$ cat src/ctag_pkg.sv
// types and constants shared by the corner turn address generator
package ctag_pkg;

   localparam int CHANNELS_PER_PACKET = 4;
   localparam int POLARIZATIONS       = 4;

   localparam int TAB_W      = 4;
   localparam int GROUP_W    = 9;
   localparam int PACKET_W   = 6;
   localparam int CIG_W      = 2;
   localparam int POL_W      = 2;
   localparam int TABS_W     = 5;
   localparam int GROUPS_W   = 10;
   localparam int PACKETS_W  = 7;
   localparam int CHANS_W    = 12;
   localparam int ROW_W      = 17;
   localparam int ADDR_W     = 32;
   localparam int BYTE_W     = 8;

   localparam int MAX_TABS    = 16;
   localparam int MAX_GROUPS  = 512;
   localparam int MAX_PACKETS = 64;

   localparam int CSR_INDEX_W = 2;
   localparam int CSR_DATA_W  = 12;

   localparam logic [CSR_INDEX_W-1:0] CSR_TAB_COUNT            = 2'd0;
   localparam logic [CSR_INDEX_W-1:0] CSR_CHANNEL_COUNT        = 2'd1;
   localparam logic [CSR_INDEX_W-1:0] CSR_PACKETS_PER_SEQUENCE = 2'd2;

   typedef struct packed {
      logic [TAB_W-1:0]    tab;
      logic [GROUP_W-1:0]  group;
      logic [PACKET_W-1:0] packet;
      logic [CIG_W-1:0]    cig;
      logic [POL_W-1:0]    pol;
   } ctag_pos_type;

   typedef struct packed {
      logic [TABS_W-1:0]    tabs;
      logic [GROUPS_W-1:0]  groups;
      logic [PACKETS_W-1:0] packets;
   } ctag_cfg_type;

endpackage

$ cat src/ctag_if.sv
// word channels of the corner turn address generator
interface ctag_req_if;
   import ctag_pkg::*;
   logic              valid;
   logic              ready;
   logic [BYTE_W-1:0] sample_byte;
   modport source (output valid, output sample_byte, input ready);
   modport sink (input valid, input sample_byte, output ready);
endinterface

interface ctag_rsp_if;
   import ctag_pkg::*;
   logic              valid;
   logic              ready;
   logic [ADDR_W-1:0] dest_address;
   logic [BYTE_W-1:0] data_byte;
   logic              page_last;
   modport source (output valid, output dest_address, output data_byte, output page_last,
                   input ready);
   modport sink (input valid, input dest_address, input data_byte, input page_last,
                 output ready);
endinterface

interface ctag_csr_if;
   import ctag_pkg::*;
   logic                   valid;
   logic                   ready;
   logic [CSR_INDEX_W-1:0] index;
   logic [CSR_DATA_W-1:0]  data;
   modport source (output valid, output index, output data, input ready);
   modport sink (input valid, input index, input data, output ready);
endinterface

$ cat src/corner_turn_address_generator_core.sv
// corner turn scatter address generator top level
// Takes one byte of a ring-buffer page per cycle in source order (tab, channel
// group, packet, sample, channel in group, polarization) and returns one word
// per byte with its destination address in tab, channel, polarization, time
// order, the byte itself and a last-of-page flag. Throughput is one byte per
// clock while the result channel takes words; a byte passes the row and time
// offset register, then the row times page-stride multiply register, on its
// way to the result channel. Position counters advance on every accepted
// byte and wrap to zero after the last byte of a page. Configuration writes
// take effect for the next byte and must be made with the pipeline empty;
// there is no clearing pass after reset.
module corner_turn_address_generator_core #(
   parameter int SAMPLES_PER_PACKET = 500
) (
   input  logic       clock,
   input  logic       reset,
   ctag_req_if.sink   req_channel,
   ctag_rsp_if.source rsp_channel,
   ctag_csr_if.sink   csr_channel
);
   import ctag_pkg::*;

   localparam int TIME_W = (SAMPLES_PER_PACKET > 1) ? $clog2(SAMPLES_PER_PACKET) : 1;
   localparam int PS_W   = PACKETS_W + $clog2(SAMPLES_PER_PACKET + 1);

   ctag_cfg_type      cfg;
   logic [PS_W-1:0]   ps;
   ctag_pos_type      pos;
   logic [TIME_W-1:0] time_index;
   logic              counter_last;
   logic              accept, row_en, out_en;

   logic              s1_valid_ff, s1_valid_in;
   logic [BYTE_W-1:0] s1_byte_ff;
   logic              s1_last_ff;
   logic              rsp_valid_ff, rsp_valid_in;
   logic [BYTE_W-1:0] rsp_byte_ff;
   logic              rsp_last_ff;

   assign out_en = !rsp_valid_ff || rsp_channel.ready;
   assign row_en = !s1_valid_ff || out_en;
   assign accept = req_channel.valid && row_en;
   assign req_channel.ready = row_en;

   ctag_cfg #(
      .SAMPLES_PER_PACKET(SAMPLES_PER_PACKET),
      .PS_W(PS_W)
   ) u_cfg (
      .clock(clock),
      .reset(reset),
      .csr(csr_channel),
      .cfg(cfg),
      .ps(ps)
   );

   ctag_counter #(
      .SAMPLES_PER_PACKET(SAMPLES_PER_PACKET),
      .TIME_W(TIME_W)
   ) u_counter (
      .clock(clock),
      .reset(reset),
      .advance(accept),
      .cfg(cfg),
      .pos(pos),
      .time_index(time_index),
      .last(counter_last)
   );

   ctag_addr #(
      .SAMPLES_PER_PACKET(SAMPLES_PER_PACKET),
      .TIME_W(TIME_W),
      .PS_W(PS_W)
   ) u_addr (
      .clock(clock),
      .load_row(accept),
      .load_addr(out_en && s1_valid_ff),
      .pos(pos),
      .time_index(time_index),
      .cfg(cfg),
      .ps(ps),
      .dest_address(rsp_channel.dest_address)
   );

   always_comb begin
      s1_valid_in  = row_en ? accept : s1_valid_ff;
      rsp_valid_in = out_en ? s1_valid_ff : rsp_valid_ff;
   end

   always_ff @(posedge clock) begin
      if (reset) begin
         s1_valid_ff  <= 1'b0;
         rsp_valid_ff <= 1'b0;
      end else begin
         s1_valid_ff  <= s1_valid_in;
         rsp_valid_ff <= rsp_valid_in;
      end
   end

   always_ff @(posedge clock) begin
      if (accept) begin
         s1_byte_ff <= req_channel.sample_byte;
         s1_last_ff <= counter_last;
      end
      if (out_en && s1_valid_ff) begin
         rsp_byte_ff <= s1_byte_ff;
         rsp_last_ff <= s1_last_ff;
      end
   end

   assign rsp_channel.valid     = rsp_valid_ff;
   assign rsp_channel.data_byte = rsp_byte_ff;
   assign rsp_channel.page_last = rsp_last_ff;

   // polarization counter steps by one inside a channel
   a_pol_step: assert property (@(posedge clock) disable iff (reset)
      accept && pos.pol != POL_W'(POLARIZATIONS - 1) |=> pos.pol == $past(pos.pol) + POL_W'(1))
      else $error("polarization counter did not step");

   // last word of a page returns every counter to zero
   a_page_wrap: assert property (@(posedge clock) disable iff (reset)
      accept && counter_last |=> pos == '0 && time_index == '0)
      else $error("counters not cleared after last word of page");

   // a result only appears after the row stage held a word
   a_rsp_source: assert property (@(posedge clock) disable iff (reset)
      $rose(rsp_valid_ff) |-> $past(s1_valid_ff))
      else $error("result valid without a word in the row stage");

endmodule

$ cat src/ctag_cfg.sv
// configuration registers with range clamping and page stride
module ctag_cfg #(
   parameter int SAMPLES_PER_PACKET = 500,
   parameter int PS_W               = 16
) (
   input  logic                  clock,
   input  logic                  reset,
   ctag_csr_if.sink              csr,
   output ctag_pkg::ctag_cfg_type cfg,
   output logic [PS_W-1:0]       ps
);
   import ctag_pkg::*;

   ctag_cfg_type          cfg_ff, cfg_in;
   logic [PS_W-1:0]       ps_ff, ps_in;
   logic [TABS_W-1:0]     tabs_raw, tabs_clamp;
   logic [GROUPS_W-1:0]   groups_raw, groups_clamp;
   logic [PACKETS_W-1:0]  packets_raw, packets_clamp;

   assign csr.ready = 1'b1;

   always_comb begin
      tabs_raw    = csr.data[TABS_W-1:0];
      groups_raw  = csr.data[CSR_DATA_W-1:CSR_DATA_W-GROUPS_W];
      packets_raw = csr.data[PACKETS_W-1:0];

      if (tabs_raw == '0) tabs_clamp = TABS_W'(1);
      else if (tabs_raw > TABS_W'(MAX_TABS)) tabs_clamp = TABS_W'(MAX_TABS);
      else tabs_clamp = tabs_raw;

      if (groups_raw == '0) groups_clamp = GROUPS_W'(1);
      else if (groups_raw > GROUPS_W'(MAX_GROUPS)) groups_clamp = GROUPS_W'(MAX_GROUPS);
      else groups_clamp = groups_raw;

      if (packets_raw == '0) packets_clamp = PACKETS_W'(1);
      else if (packets_raw > PACKETS_W'(MAX_PACKETS)) packets_clamp = PACKETS_W'(MAX_PACKETS);
      else packets_clamp = packets_raw;

      cfg_in = cfg_ff;
      ps_in  = ps_ff;
      if (csr.valid) begin
         unique case (csr.index)
            CSR_TAB_COUNT: begin
               cfg_in.tabs = tabs_clamp;
            end
            CSR_CHANNEL_COUNT: begin
               cfg_in.groups = groups_clamp;
            end
            CSR_PACKETS_PER_SEQUENCE: begin
               cfg_in.packets = packets_clamp;
               ps_in = PS_W'(packets_clamp) * PS_W'(SAMPLES_PER_PACKET);
            end
            default: begin
            end
         endcase
      end
   end

   always_ff @(posedge clock) begin
      if (reset) begin
         cfg_ff.tabs    <= TABS_W'(1);
         cfg_ff.groups  <= GROUPS_W'(1);
         cfg_ff.packets <= PACKETS_W'(1);
         ps_ff          <= PS_W'(SAMPLES_PER_PACKET);
      end else begin
         cfg_ff <= cfg_in;
         ps_ff  <= ps_in;
      end
   end

   assign cfg = cfg_ff;
   assign ps  = ps_ff;

endmodule

$ cat src/ctag_counter.sv
// mixed-radix position counters in source order
module ctag_counter #(
   parameter int SAMPLES_PER_PACKET = 500,
   parameter int TIME_W             = 9
) (
   input  logic                   clock,
   input  logic                   reset,
   input  logic                   advance,
   input  ctag_pkg::ctag_cfg_type cfg,
   output ctag_pkg::ctag_pos_type pos,
   output logic [TIME_W-1:0]      time_index,
   output logic                   last
);
   import ctag_pkg::*;

   ctag_pos_type      pos_ff, pos_in;
   logic [TIME_W-1:0] time_ff, time_in;
   logic pol_wrap, cig_wrap, time_wrap, packet_wrap, group_wrap, tab_wrap;
   logic c_cig, c_time, c_packet, c_group, c_tab;

   always_comb begin
      pol_wrap    = pos_ff.pol == POL_W'(POLARIZATIONS - 1);
      cig_wrap    = pos_ff.cig == CIG_W'(CHANNELS_PER_PACKET - 1);
      time_wrap   = ({1'b0, time_ff} + (TIME_W+1)'(1)) >= (TIME_W+1)'(SAMPLES_PER_PACKET);
      packet_wrap = ({1'b0, pos_ff.packet} + PACKETS_W'(1)) >= cfg.packets;
      group_wrap  = ({1'b0, pos_ff.group} + GROUPS_W'(1)) >= cfg.groups;
      tab_wrap    = ({1'b0, pos_ff.tab} + TABS_W'(1)) >= cfg.tabs;

      c_cig    = pol_wrap;
      c_time   = c_cig & cig_wrap;
      c_packet = c_time & time_wrap;
      c_group  = c_packet & packet_wrap;
      c_tab    = c_group & group_wrap;
      last     = c_tab & tab_wrap;

      pos_in  = pos_ff;
      time_in = time_ff;
      if (advance) begin
         pos_in.pol = pol_wrap ? '0 : pos_ff.pol + POL_W'(1);
         if (c_cig) pos_in.cig = cig_wrap ? '0 : pos_ff.cig + CIG_W'(1);
         if (c_time) time_in = time_wrap ? '0 : time_ff + TIME_W'(1);
         if (c_packet) pos_in.packet = packet_wrap ? '0 : pos_ff.packet + PACKET_W'(1);
         if (c_group) pos_in.group = group_wrap ? '0 : pos_ff.group + GROUP_W'(1);
         if (c_tab) pos_in.tab = tab_wrap ? '0 : pos_ff.tab + TAB_W'(1);
      end
   end

   always_ff @(posedge clock) begin
      if (reset) begin
         pos_ff  <= '0;
         time_ff <= '0;
      end else begin
         pos_ff  <= pos_in;
         time_ff <= time_in;
      end
   end

   assign pos        = pos_ff;
   assign time_index = time_ff;

endmodule

$ cat src/ctag_addr.sv
// two-stage destination address datapath
module ctag_addr #(
   parameter int SAMPLES_PER_PACKET = 500,
   parameter int TIME_W             = 9,
   parameter int PS_W               = 16
) (
   input  logic                          clock,
   input  logic                          load_row,
   input  logic                          load_addr,
   input  ctag_pkg::ctag_pos_type        pos,
   input  logic [TIME_W-1:0]             time_index,
   input  ctag_pkg::ctag_cfg_type        cfg,
   input  logic [PS_W-1:0]               ps,
   output logic [ctag_pkg::ADDR_W-1:0]   dest_address
);
   import ctag_pkg::*;

   localparam int PROD_W = ROW_W + PS_W;

   logic [CHANS_W-1:0] chans;
   logic [ROW_W-1:0]   chan;
   logic [ROW_W-1:0]   row_ff, row_in;
   logic [ADDR_W-1:0]  off_ff, off_in;
   logic [PROD_W-1:0]  prod;
   logic [ADDR_W-1:0]  addr_ff, addr_in;

   always_comb begin
      chans  = CHANS_W'(cfg.groups * CHANNELS_PER_PACKET);
      chan   = ROW_W'(pos.tab) * ROW_W'(chans)
             + ROW_W'(pos.group) * ROW_W'(CHANNELS_PER_PACKET)
             + ROW_W'(pos.cig);
      row_in = chan * ROW_W'(POLARIZATIONS) + ROW_W'(pos.pol);
      off_in = ADDR_W'(pos.packet) * ADDR_W'(SAMPLES_PER_PACKET) + ADDR_W'(time_index);
      prod   = PROD_W'(row_ff) * PROD_W'(ps);
      addr_in = ADDR_W'(prod) + off_ff;
   end

   always_ff @(posedge clock) begin
      if (load_row) begin
         row_ff <= row_in;
         off_ff <= off_in;
      end
      if (load_addr) begin
         addr_ff <= addr_in;
      end
   end

   assign dest_address = addr_ff;

endmodule

$ cat src/flat_wrapper.sv
// flat-port wrapper written by rule: the top's interface ports become plain ports
module corner_turn_address_generator_core_flat import ctag_pkg::*;
#(
   parameter int SAMPLES_PER_PACKET = 500
)
  (clock, reset, req_channel_valid, req_channel_sample_byte, req_channel_ready, rsp_channel_valid, rsp_channel_dest_address, rsp_channel_data_byte, rsp_channel_page_last, rsp_channel_ready, csr_channel_valid, csr_channel_index, csr_channel_data, csr_channel_ready);
  ctag_req_if req_channel_i ();
  ctag_rsp_if rsp_channel_i ();
  ctag_csr_if csr_channel_i ();
  input  logic clock;
  input  logic reset;
  input wire logic [$bits(req_channel_i.valid)-1:0] req_channel_valid;
  input wire logic [$bits(req_channel_i.sample_byte)-1:0] req_channel_sample_byte;
  output wire logic [$bits(req_channel_i.ready)-1:0] req_channel_ready;
  output wire logic [$bits(rsp_channel_i.valid)-1:0] rsp_channel_valid;
  output wire logic [$bits(rsp_channel_i.dest_address)-1:0] rsp_channel_dest_address;
  output wire logic [$bits(rsp_channel_i.data_byte)-1:0] rsp_channel_data_byte;
  output wire logic [$bits(rsp_channel_i.page_last)-1:0] rsp_channel_page_last;
  input wire logic [$bits(rsp_channel_i.ready)-1:0] rsp_channel_ready;
  input wire logic [$bits(csr_channel_i.valid)-1:0] csr_channel_valid;
  input wire logic [$bits(csr_channel_i.index)-1:0] csr_channel_index;
  input wire logic [$bits(csr_channel_i.data)-1:0] csr_channel_data;
  output wire logic [$bits(csr_channel_i.ready)-1:0] csr_channel_ready;
  assign req_channel_i.valid = req_channel_valid;
  assign req_channel_i.sample_byte = req_channel_sample_byte;
  assign req_channel_ready = req_channel_i.ready;
  assign rsp_channel_valid = rsp_channel_i.valid;
  assign rsp_channel_dest_address = rsp_channel_i.dest_address;
  assign rsp_channel_data_byte = rsp_channel_i.data_byte;
  assign rsp_channel_page_last = rsp_channel_i.page_last;
  assign rsp_channel_i.ready = rsp_channel_ready;
  assign csr_channel_i.valid = csr_channel_valid;
  assign csr_channel_i.index = csr_channel_index;
  assign csr_channel_i.data = csr_channel_data;
  assign csr_channel_ready = csr_channel_i.ready;
  corner_turn_address_generator_core #(.SAMPLES_PER_PACKET(SAMPLES_PER_PACKET)) u_core (.clock(clock), .reset(reset), .req_channel(req_channel_i), .rsp_channel(rsp_channel_i), .csr_channel(csr_channel_i));
endmodule
$ cat config.mk
export PLATFORM = sky130hd
export DESIGN_NAME = corner_turn_address_generator_core_flat
export DESIGN_NICKNAME = d
export VERILOG_FILES = /design/src/ctag_pkg.sv /design/src/ctag_if.sv /design/src/corner_turn_address_generator_core.sv /design/src/ctag_cfg.sv /design/src/ctag_counter.sv /design/src/ctag_addr.sv /design/src/flat_wrapper.sv
export SDC_FILE = /design/constraint.sdc
export NUM_CORES = 1
export LEC_CHECK = 0
export ABC_AREA = 1
export BUFFER_PORTS_ARGS = -buffer_cell sky130_fd_sc_hd__buf_2
export CORE_ASPECT_RATIO = 1.4
export CORE_MARGIN = 2
export CORE_UTILIZATION = 50
export DETAILED_ROUTE_END_ITERATION = 8
export PLACE_DENSITY = 0.66
export SYNTH_ARGS = -nofsm -noshare
export SYNTH_HDL_FRONTEND = slang
export SYNTH_HIERARCHICAL = 1
export SYNTH_SLANG_ARGS = --single-unit
$ cat constraint.sdc
create_clock -name clock -period 7.2 [get_ports clock]
set_input_delay 0.72 -clock clock [delete_from_list [all_inputs] [get_ports clock]]
set_output_delay 0.72 -clock clock [all_outputs]
set_load 0.02 [all_outputs]
==> metrics.csv, run 1 <==
metric;value;unit
grt_max_degree;51;
fp-row-count;88;
p_per_area;292.4;nW/um^2
synth-compound-area-share;5.021;%
root_buffer;clkbuf_16;
path_cells;nand2_1, fa_1, inv_1, fa_1, fa_1, fa_1, fa_1, inv_1, fa_1, inv_1, ha_1, nand2_1, inv_1, nand2_1, nor2_2, nand4_1, nand3_1, xor2_1;
fin_crit_sh;85.37;%
tns;0;ns
clk_latency;0.46;ns
first_global_vias;17050;
synth-edff-count;83;
cts_buffer_depth;2;
synth_top_family_by_area;adder cells;
dieArea;43590;sq um
yosysTopAreaCellShare;25.99;%
final_cells;3243;
synth_area;20960;sq um
crit_required;7.41;ns
postSynth.asyncResetShare;0;%
placed_cells;3211;
wire_per_inst;15.12;microns
finalSetupViolCount;0;
fin_crit;6.147;ns
cpPeakStageDelay;0.86;ns
p_sw_share;51.10;%
hold_depth;0;
drt_iter0_drc;947;
hold_violations;0;
yosysWarningCount;6;
gp_routability_congestion;0.9099;
antennaDiodeCount;0;
dpl_cell_area;21660;sq um
ys_types;51;
firstDrtPassIters;5;
synthXorXnorAreaFrac;2.788;%
yosysMostFrequentCell;inv_1;
timing.slew.headroom;36.82;%
clk_pin_slew;0.07;ns
combinationalPowerShare;66.8;%
reg2reg_to;u_core/u_addr/dest_address[21]$_DFFE_PP_;
power_leakage;12.62;nW
regToRegStartpoint;u_core/u_cfg/ps[9]$_SDFFE_PP0P_;
final_cell_area;22220;sq um
antenna_left;0;
synthMuxAreaShare;0;%
grt_overflow;0;
hold_path.class;reg -> reg;
yosys-top-cells-area;fa_1 26%, ha_1 13%, inv_1 12%;
area_growth;6.019;%
worst_pin_slew;0.9464;ns
initial_core_util;50.75;%
final_util;53.81;%
outcome;completed;
die_x;177.0;microns
cts_tree;done;
yosysSeqAreaShare;18.39;%
coreArea;41290;sq um
slowest_stage;dfxtp_1;
irDropWorstVdd;0.2378;mV
worst_ep_arrival_time;6.36;ns
power_switching;3.319;mW
htreeDepth;4;
finalWirelength;49.04;mm
hold_start;u_core/s1_byte_ff[0]$_DFFE_PP_;
end_kind;register;
drc;0;
die_y;246.2;microns
skew;0.01171;ns
via_count;16350;
antenna_found_initial;0;
ctsResizeCount;0;
ctsHoldBuffers;0;
min_to;u_core/rsp_channel.data_byte[0]$_DFFE_PP_;
cp-start-kind;register;
clock-sinks;151;
clkPwrFrac;13.8;%
max_freq;0.1627;GHz
nNetsFinal;3212;
ys_ff_latch;151;
synth_flop_cell;edfxtp_1;
yosysTopAreaCell;fa_1;
ios;71;
hpwlAfterDp;40.44;mm
cp_common_cell;fa_1;
numCtsBuffers;17;
ff2ff_setup_slack;1.05;ns
synthAdderAreaFrac;39.30;%
synthTopCellsByCount;697 x inv_1, 653 x nand2_1, 272 x fa_1, 223 x ha_1, 143 x nor2_1;
cts_setup_buffers;0;
synth_cells;2683;
cap_violations;0;
portBuffers;69;
cp_max_fo;18;
power.share.sequential;19.4;%
grt_setup_unrepaired;false;
reg2regPathDepth;18;
vias_per_cell;5.042;
critPathKind;reg -> reg;
p_int;3.176;mW
grt_pass1_wl;82.17;mm
synth_simple_gate_area_share;20.02;%
slew_violations;0;
track_usage;23.88;%
drive_above_1_share;6.881;%
syn_avg_cell_area;7.810;sq um
==> worst max-delay path by stage <==
| stage | endpoint | from | slack (ns) |
|---|---|---|---|
| 3_5_place_dp | u_core/u_addr/dest_address[29]$_DFFE_PP_ | u_core/u_cfg/ps[9]$_SDFFE_PP0P_ | 1.06 |
| 6_report | u_core/u_addr/dest_address[21]$_DFFE_PP_ | u_core/u_cfg/ps[9]$_SDFFE_PP0P_ | 1.05 |
| 5_1_grt | u_core/u_addr/dest_address[27]$_DFFE_PP_ | u_core/u_cfg/ps[9]$_SDFFE_PP0P_ | 0.76 |
| 4_1_cts | u_core/u_addr/dest_address[29]$_DFFE_PP_ | u_core/u_cfg/ps[9]$_SDFFE_PP0P_ | 1.04 |
| 2_1_floorplan | u_core/u_addr/dest_address[27]$_DFFE_PP_ | u_core/u_cfg/ps[9]$_SDFFE_PP0P_ | 1.62 |
| 3_3_place_gp | u_core/u_addr/dest_address[21]$_DFFE_PP_ | u_core/u_cfg/ps[9]$_SDFFE_PP0P_ | 1.08 |
==> kinds of logic (layout without fill, tap and decap cells) <==
| kind of cell | count (synthesis) | count (layout) |
|---|---|---|
| and+or+nand+nor | 990 | 990 |
| buffers and inverters | 793 | 812 |
| adders and majority gates | 495 | 495 |
| AOI/OAI and AO/OA | 187 | 187 |
| DFF | 151 | 151 |
| xor gates and xnor gates | 65 | 65 |
| other | 2 | 3 |
==> worst max-delay path, delay by kind of cell, from the launching register on <==
family                   cells  cell delay, ns
buffers and inverters        4            0.26
XOR/XNOR                     1            0.08
AND/OR/NAND/NOR              6            1.12
flip-flops                   1            0.86
adder cells (fa/ha/maj)      7            3.56
==> power by group through the flow <==
stage | Combinational [mW] | Sequential, mW | Clock (mW)
finish | 4.34 | 1.26 | 0.897
global placement | 4.38 | 1.28 | 0
detailed placement | 4.38 | 1.28 | 0
CTS | 4.41 | 1.26 | 0.923
floorplan | 3.27 | 1.32 | 0
global route | 5.00 | 1.27 | 0.946
==> metrics by stage <==
| stage | setup slack, ns | power (mW) | hold WS [ns] |
|---|---|---|---|
| after CTS | 1.036 | 6.591 | 0.4101 |
| after detailed placement | 1.058 | 5.660 | 0.4070 |
| after global routing | 0.7628 | 7.214 | 0.4157 |
| after global placement | 1.084 | 5.660 | 0.4006 |
| final | 1.053 | 6.495 | 0.4226 |
| after floorplan | 1.621 | 4.585 | 0.4003 |
==> area by class of cell <==
type / instances / area [sq um]
clock inverter: 15 / 135.1
multi-input combinational: 1740 / 14090
tap: 540 / 675.6
inverter: 705 / 2646
fill: 3963 / 19070
timing repair buffer: 75 / 390.4
clock buffer: 17 / 425.4
sequential: 151 / 3854
==> cell usage in the layout, fill, tap and decap left out, drive strengths merged, types with 68 or more instances in the layout <==
| master | n |
|---|---|
| edfxtp | 83 |
| a21oi | 106 |
| nor2 | 156 |
| inv | 715 |
| nand3 | 88 |
| buf | 75 |
| dfxtp | 68 |
| nand2 | 683 |
| fa | 272 |
| ha | 223 |
==> layer usage <==
layer  global-route usage (%)  up-vias  part of all wire (%)
met2                    44.14      403                    52
met3                    2.747       99                   3.7
met5                        0        -                     0
met1                    27.35     7842                    40
met4                    10.70        0                   4.4
li1                         -     8006                     -
==> registers in the layout, indices dropped and copies added (netlist names) <==
signal	flops
u_core/rsp_channel.data_byte	8
u_core/s1_valid_ff	1
u_core/u_addr/off_ff	16
u_core/s1_last_ff	1
u_core/s1_byte_ff	8
u_core/u_addr/dest_address	32
u_core/u_counter/pos	23
u_core/u_cfg/cfg	22
u_core/rsp_channel.page_last	1
u_core/u_cfg/ps	12
u_core/u_counter/time_index	9
u_core/rsp_channel.valid	1
u_core/u_addr/row_ff	17
Power figures use the tool's default switching activity.
==> run 2, diff against run 1 <==
--- a/config.mk
+++ b/config.mk
@@ -11,7 +11,9 @@
 export CORE_MARGIN = 2
 export CORE_UTILIZATION = 50
 export DETAILED_ROUTE_END_ITERATION = 8
+export GPL_TIMING_DRIVEN = 0
 export PLACE_DENSITY = 0.66
+export RECOVER_POWER = 25
 export SYNTH_ARGS = -nofsm -noshare
 export SYNTH_HDL_FRONTEND = slang
 export SYNTH_HIERARCHICAL = 1
==> metrics.csv, run 2 (synthesis results as in run 1) <==
metric;value;unit
outcome;complete, but fails checks;
dpl_cell_area;22030;sq um
hold_path.class;reg -> reg;
crit_required;7.42;ns
violations;capacitance limit, slew limit;
antenna_left;0;
hpwlAfterDp;43.22;mm
critPathKind;reg -> reg;
mostFrequentLayoutCells;698 x inv_1, 653 x nand2_1, 272 x fa_1;
grt_overflow;0;
cts_buffer_depth;2;
grt_max_degree;46;
final_common_cell;inv_1;
coreArea;41290;sq um
first_global_vias;17640;
vias_per_cell;5.014;
numCtsBuffers;17;
cp_common_cell;fa_1;
cp_max_fo;10;
ctsResizeCount;0;
antennaDiodeCount;0;
power_leakage;12.78;nW
fin_crit;6.676;ns
drc;0;
worst_pin_slew;2.382;ns
irDropWorstVdd;0.3018;mV
crit_family;adder cells;
via_count;16680;
die_y;246.2;microns
finalWirelength;51.45;mm
timing.slew.headroom;-58.78;%
root_buffer;clkbuf_16;
slew_violations;46;
dieArea;43590;sq um
ios;71;
ctsHoldBuffers;0;
grt_setup_unrepaired;false;
slowest_stage;clkbuf_1;
initial_core_util;50.75;%
track_usage;25.10;%
clk_latency;0.47;ns
clock-sinks;151;
max_freq;0.1498;GHz
skew;0.01008;ns
area_growth;7.911;%
fp-row-count;88;
clk_pin_slew;0.07;ns
largest_reg_flops;32;
cts_tree;done;
worst_ep_arrival_time;6.89;ns
gp_routability_congestion;0.9522;
finalSetupViolCount;0;
cp-start-kind;register;
die_x;177.0;microns
cts_setup_buffers;0;
final_util;54.77;%
firstDrtPassIters;5;
fin_crit_sh;92.72;%
cap_violations;1;
portBuffers;68;
htreeDepth;4;
drive_above_1_share;6.784;%
antenna_found_initial;0;
tns;0;ns
nNetsFinal;3295;
power;6.591;mW
cpPeakStageDelay;0.61;ns
hold_violations;0;
final_cell_area;22610;sq um
path_cells;clkbuf_1, clkbuf_1, nand2_1, fa_1, inv_1, fa_1, fa_1, fa_1, fa_1, inv_1, fa_1, inv_1, ha_1, a21oi_1, o21ai_0, a21oi_1, nor2_1, nor2_1, nand2_1, nand2_1, nand2_1;
end_kind;register;
crit_buf_inv;5;
grt_pass1_wl;85.80;mm
wire_per_inst;15.47;microns
drt_iter0_drc;910;
p_per_area;291.5;nW/um^2
-- run 2: routing by layer --
layer	track usage, %	vias up	wire length, microns
li1	-	8167	-
met4	14.12	0	2907
met5	0	-	0
met2	46.26	449	26610
met1	27.90	7911	19930
met3	2.562	151	1996
-- run 2: layout make-up --
type	instances	area [sq um]
Fill cell	3993	18680
Multi-Input combinational cell	1740	14080
Sequential cell	151	3854
Inverter	705	2646
Tap cell	540	675.6
Clock buffer	21	504.2
Buffer	88	380.4
Timing Repair Buffer	70	361.6
Clock inverter	11	106.4
-- run 2: power breakdown --
group / internal (mW) / total, mW / switching [mW]
clock: 0.541 / 0.942 / 0.401
sequential: 1.18 / 1.20 / 0.0243
combinational: 1.56 / 4.44 / 2.89
total: 3.28 / 6.59 / 3.31
-- run 2: worst paths after layout --
path	to	from	slack [ns]	cells after the start
max reg2reg	u_core/u_addr/dest_address[29]$_DFFE_PP_	u_core/u_addr/row_ff[8]$_DFFE_PP_	0.52	21
min	u_core/rsp_channel.data_byte[6]$_DFFE_PP_	u_core/s1_byte_ff[6]$_DFFE_PP_	0.41	0
min reg2reg	u_core/rsp_channel.data_byte[6]$_DFFE_PP_	u_core/s1_byte_ff[6]$_DFFE_PP_	0.41	0
max	u_core/u_addr/dest_address[29]$_DFFE_PP_	u_core/u_addr/row_ff[8]$_DFFE_PP_	0.52	21
-- run 2: metrics by stage --
stage | hold slack (ns) | cells | worst slack [ns]
after floorplan | 0.4003 | 2684 | 1.621
after global placement | 0.4010 | 3292 | 0.5546
after detailed placement | 0.4045 | 3294 | 0.5453
after CTS | 0.4119 | 3326 | 0.5414
after global routing | 0.4194 | 3326 | 0.1828
final | 0.4109 | 3326 | 0.5244
==> run 3, diff against run 2 <==
--- a/config.mk
+++ b/config.mk
@@ -13,7 +13,6 @@
 export DETAILED_ROUTE_END_ITERATION = 8
 export GPL_TIMING_DRIVEN = 0
 export PLACE_DENSITY = 0.66
-export RECOVER_POWER = 25
 export SYNTH_ARGS = -nofsm -noshare
 export SYNTH_HDL_FRONTEND = slang
 export SYNTH_HIERARCHICAL = 1
==> constraint.sdc (replaced) <==
create_clock -name clock -period 7.2 [get_ports clock]
set_input_delay 0.72 -clock clock [delete_from_list [all_inputs] [get_ports clock]]
set_output_delay 0.72 -clock clock [all_outputs]
set_load 0.05 [all_outputs]
==> metrics.csv, run 3 (synthesis results as in run 1) <==
metric;value;unit
fp-row-count;88;
first_global_vias;17640;
worst_ep_arrival_time;6.94;ns
cp_max_fo;10;
grt_max_degree;46;
skew;0.01068;ns
via_count;16680;
reg2regPathDepth;21;
cp_common_cell;fa_1;
grt_overflow;0;
slew_violations;0;
firstDrtPassIters;5;
nNetsFinal;3295;
path_cells;clkbuf_1, clkbuf_1, nand2_1, fa_1, inv_1, fa_1, fa_1, fa_1, fa_1, inv_1, fa_1, inv_1, ha_1, a21oi_1, o21ai_0, a21oi_1, nor2_1, nor2_1, nand2_1, nand2_1, nand2_1;
ctsResizeCount;0;
grt_pass1_wl;85.80;mm
worst_pin_slew;0.8635;ns
slowest_stage;clkbuf_1;
power_leakage;12.79;nW
drt_iter0_drc;901;
coreArea;41290;sq um
critPathLaunch;u_core/u_cfg/ps[5]$_SDFFE_PP1P_;
dieArea;43590;sq um
crit_family;adder cells;
end_kind;register;
numCtsBuffers;17;
antenna_left;0;
portBuffers;68;
track_usage;25.10;%
grt-busiest-layer;met2;
clk_pin_slew;0.07;ns
outcome;completed;
p_per_area;298.0;nW/um^2
initial_core_util;50.75;%
fin_crit_sh;93.47;%
clock-sinks;151;
gr-usage-met1;27.90;%
cap_violations;0;
hpwlAfterDp;43.22;mm
mostFrequentLayoutCells;697 x inv_1, 653 x nand2_1, 272 x fa_1;
finalSetupViolCount;0;
ios;71;
cts_setup_buffers;0;
hold_depth;0;
hold_violations;0;
cts_tree;done;
antennaDiodeCount;0;
fin_crit;6.730;ns
hold_slack;0.4113;ns
ctsHoldBuffers;0;
cp.depth;21;
grt_setup_unrepaired;false;
grtUsageMet2;46.26;%
wire_per_inst;15.50;microns
finalWirelength;51.56;mm
largest_reg_flops;32;
crit_required;7.41;ns
max_freq;0.1486;GHz
cp-start-kind;register;
met3_usage;2.562;%
crit_buf_inv;5;
antenna_found_initial;0;
area_growth;8.025;%
cpPeakStageDelay;0.71;ns
regToRegStartpoint;u_core/u_cfg/ps[5]$_SDFFE_PP1P_;
hold_path.class;reg -> reg;
drc;0;
clk_latency;0.46;ns
die_y;246.2;microns
root_buffer;clkbuf_16;
tns;0;ns
vias_per_cell;5.016;
hold_start;u_core/s1_byte_ff[6]$_DFFE_PP_;
htreeDepth;4;
gp_routability_congestion;0.9522;
timing.slew.headroom;42.43;%
irDropWorstVdd;0.3061;mV
final_common_cell;inv_1;
cts_buffer_depth;2;
critPathKind;reg -> reg;
die_x;177.0;microns
drive_above_1_share;6.963;%
==> run 3: cell count changes in the layout (fill, tap and decap cells not counted) <==
cell | before | now
inv_2 | 8 | 9
o21ai_1 | 18 | 19
nand3_1 | 84 | 83
nand3_2 | 3 | 4
clkbuf_1 | 77 | 74
inv_1 | 698 | 697
buf_2 | 70 | 72
buf_12 | 1 | 2
o21ai_0 | 31 | 30
==> run 3: worst paths after layout <==
kind | endpoint | slack [ns]
hold reg to reg | u_core/rsp_channel.data_byte[6]$_DFFE_PP_ | 0.41
hold / removal | u_core/rsp_channel.data_byte[6]$_DFFE_PP_ | 0.41
setup / recovery | u_core/u_addr/dest_address[29]$_DFFE_PP_ | 0.47
setup reg to reg | u_core/u_addr/dest_address[29]$_DFFE_PP_ | 0.47
==> run 3: routing by layer <==
metal	share of wire (%)	vias up
met5	0	-
met4	5.6	0
met1	39	7941
met2	52	429
li1	-	8165
met3	3.3	149
==> run 3: stage by stage <==
stage / utilization [%] / worst slack [ns] / total power [mW] / std cells / area, sq um
3_3_place_gp: 53.22 / 0.5546 / 5.752 / 3292 / 21970
6_report: 54.82 / 0.4699 / 6.746 / 3326 / 22640
5_1_grt: 54.82 / 0.1828 / 7.409 / 3326 / 22640
2_1_floorplan: - / 1.621 / 4.740 / 2684 / 20960
4_1_cts: 54.82 / 0.5414 / 6.778 / 3326 / 22640
3_5_place_dp: 53.35 / 0.5453 / 5.814 / 3294 / 22030
==> run 3: report_power, final <==
part / internal [mW] / switching (mW)
clock network: 0.541 / 0.400
registers: 1.18 / 0.0244
logic: 1.56 / 3.04
==> run 3: area by class of cell <==
type / instances / area [sq um]
inverters: 705 / 2646
fillers: 3990 / 18650
plain buffers: 88 / 380.4
flip-flops and latches: 151 / 3854
well taps: 540 / 675.6
multi-input cells: 1740 / 14090
clock inverters: 11 / 106.4
repair buffers: 70 / 380.4
clock buffers: 21 / 504.2
==> run 3: worst reg2reg max path, stage by stage (launching register included) <==
cell and delay, ns:
dfxtp_1 0.33, clkbuf_1 0.43, clkbuf_1 0.71, nand2_1 0.17
fa_1 0.54, inv_1 0.06, fa_1 0.47, fa_1 0.53
fa_1 0.45, fa_1 0.55, inv_1 0.06, fa_1 0.52
inv_1 0.04, ha_1 0.38, a21oi_1 0.28, o21ai_0 0.20
a21oi_1 0.31, nor2_1 0.15, nor2_1 0.14, nand2_1 0.07
nand2_1 0.05, nand2_1 0.04
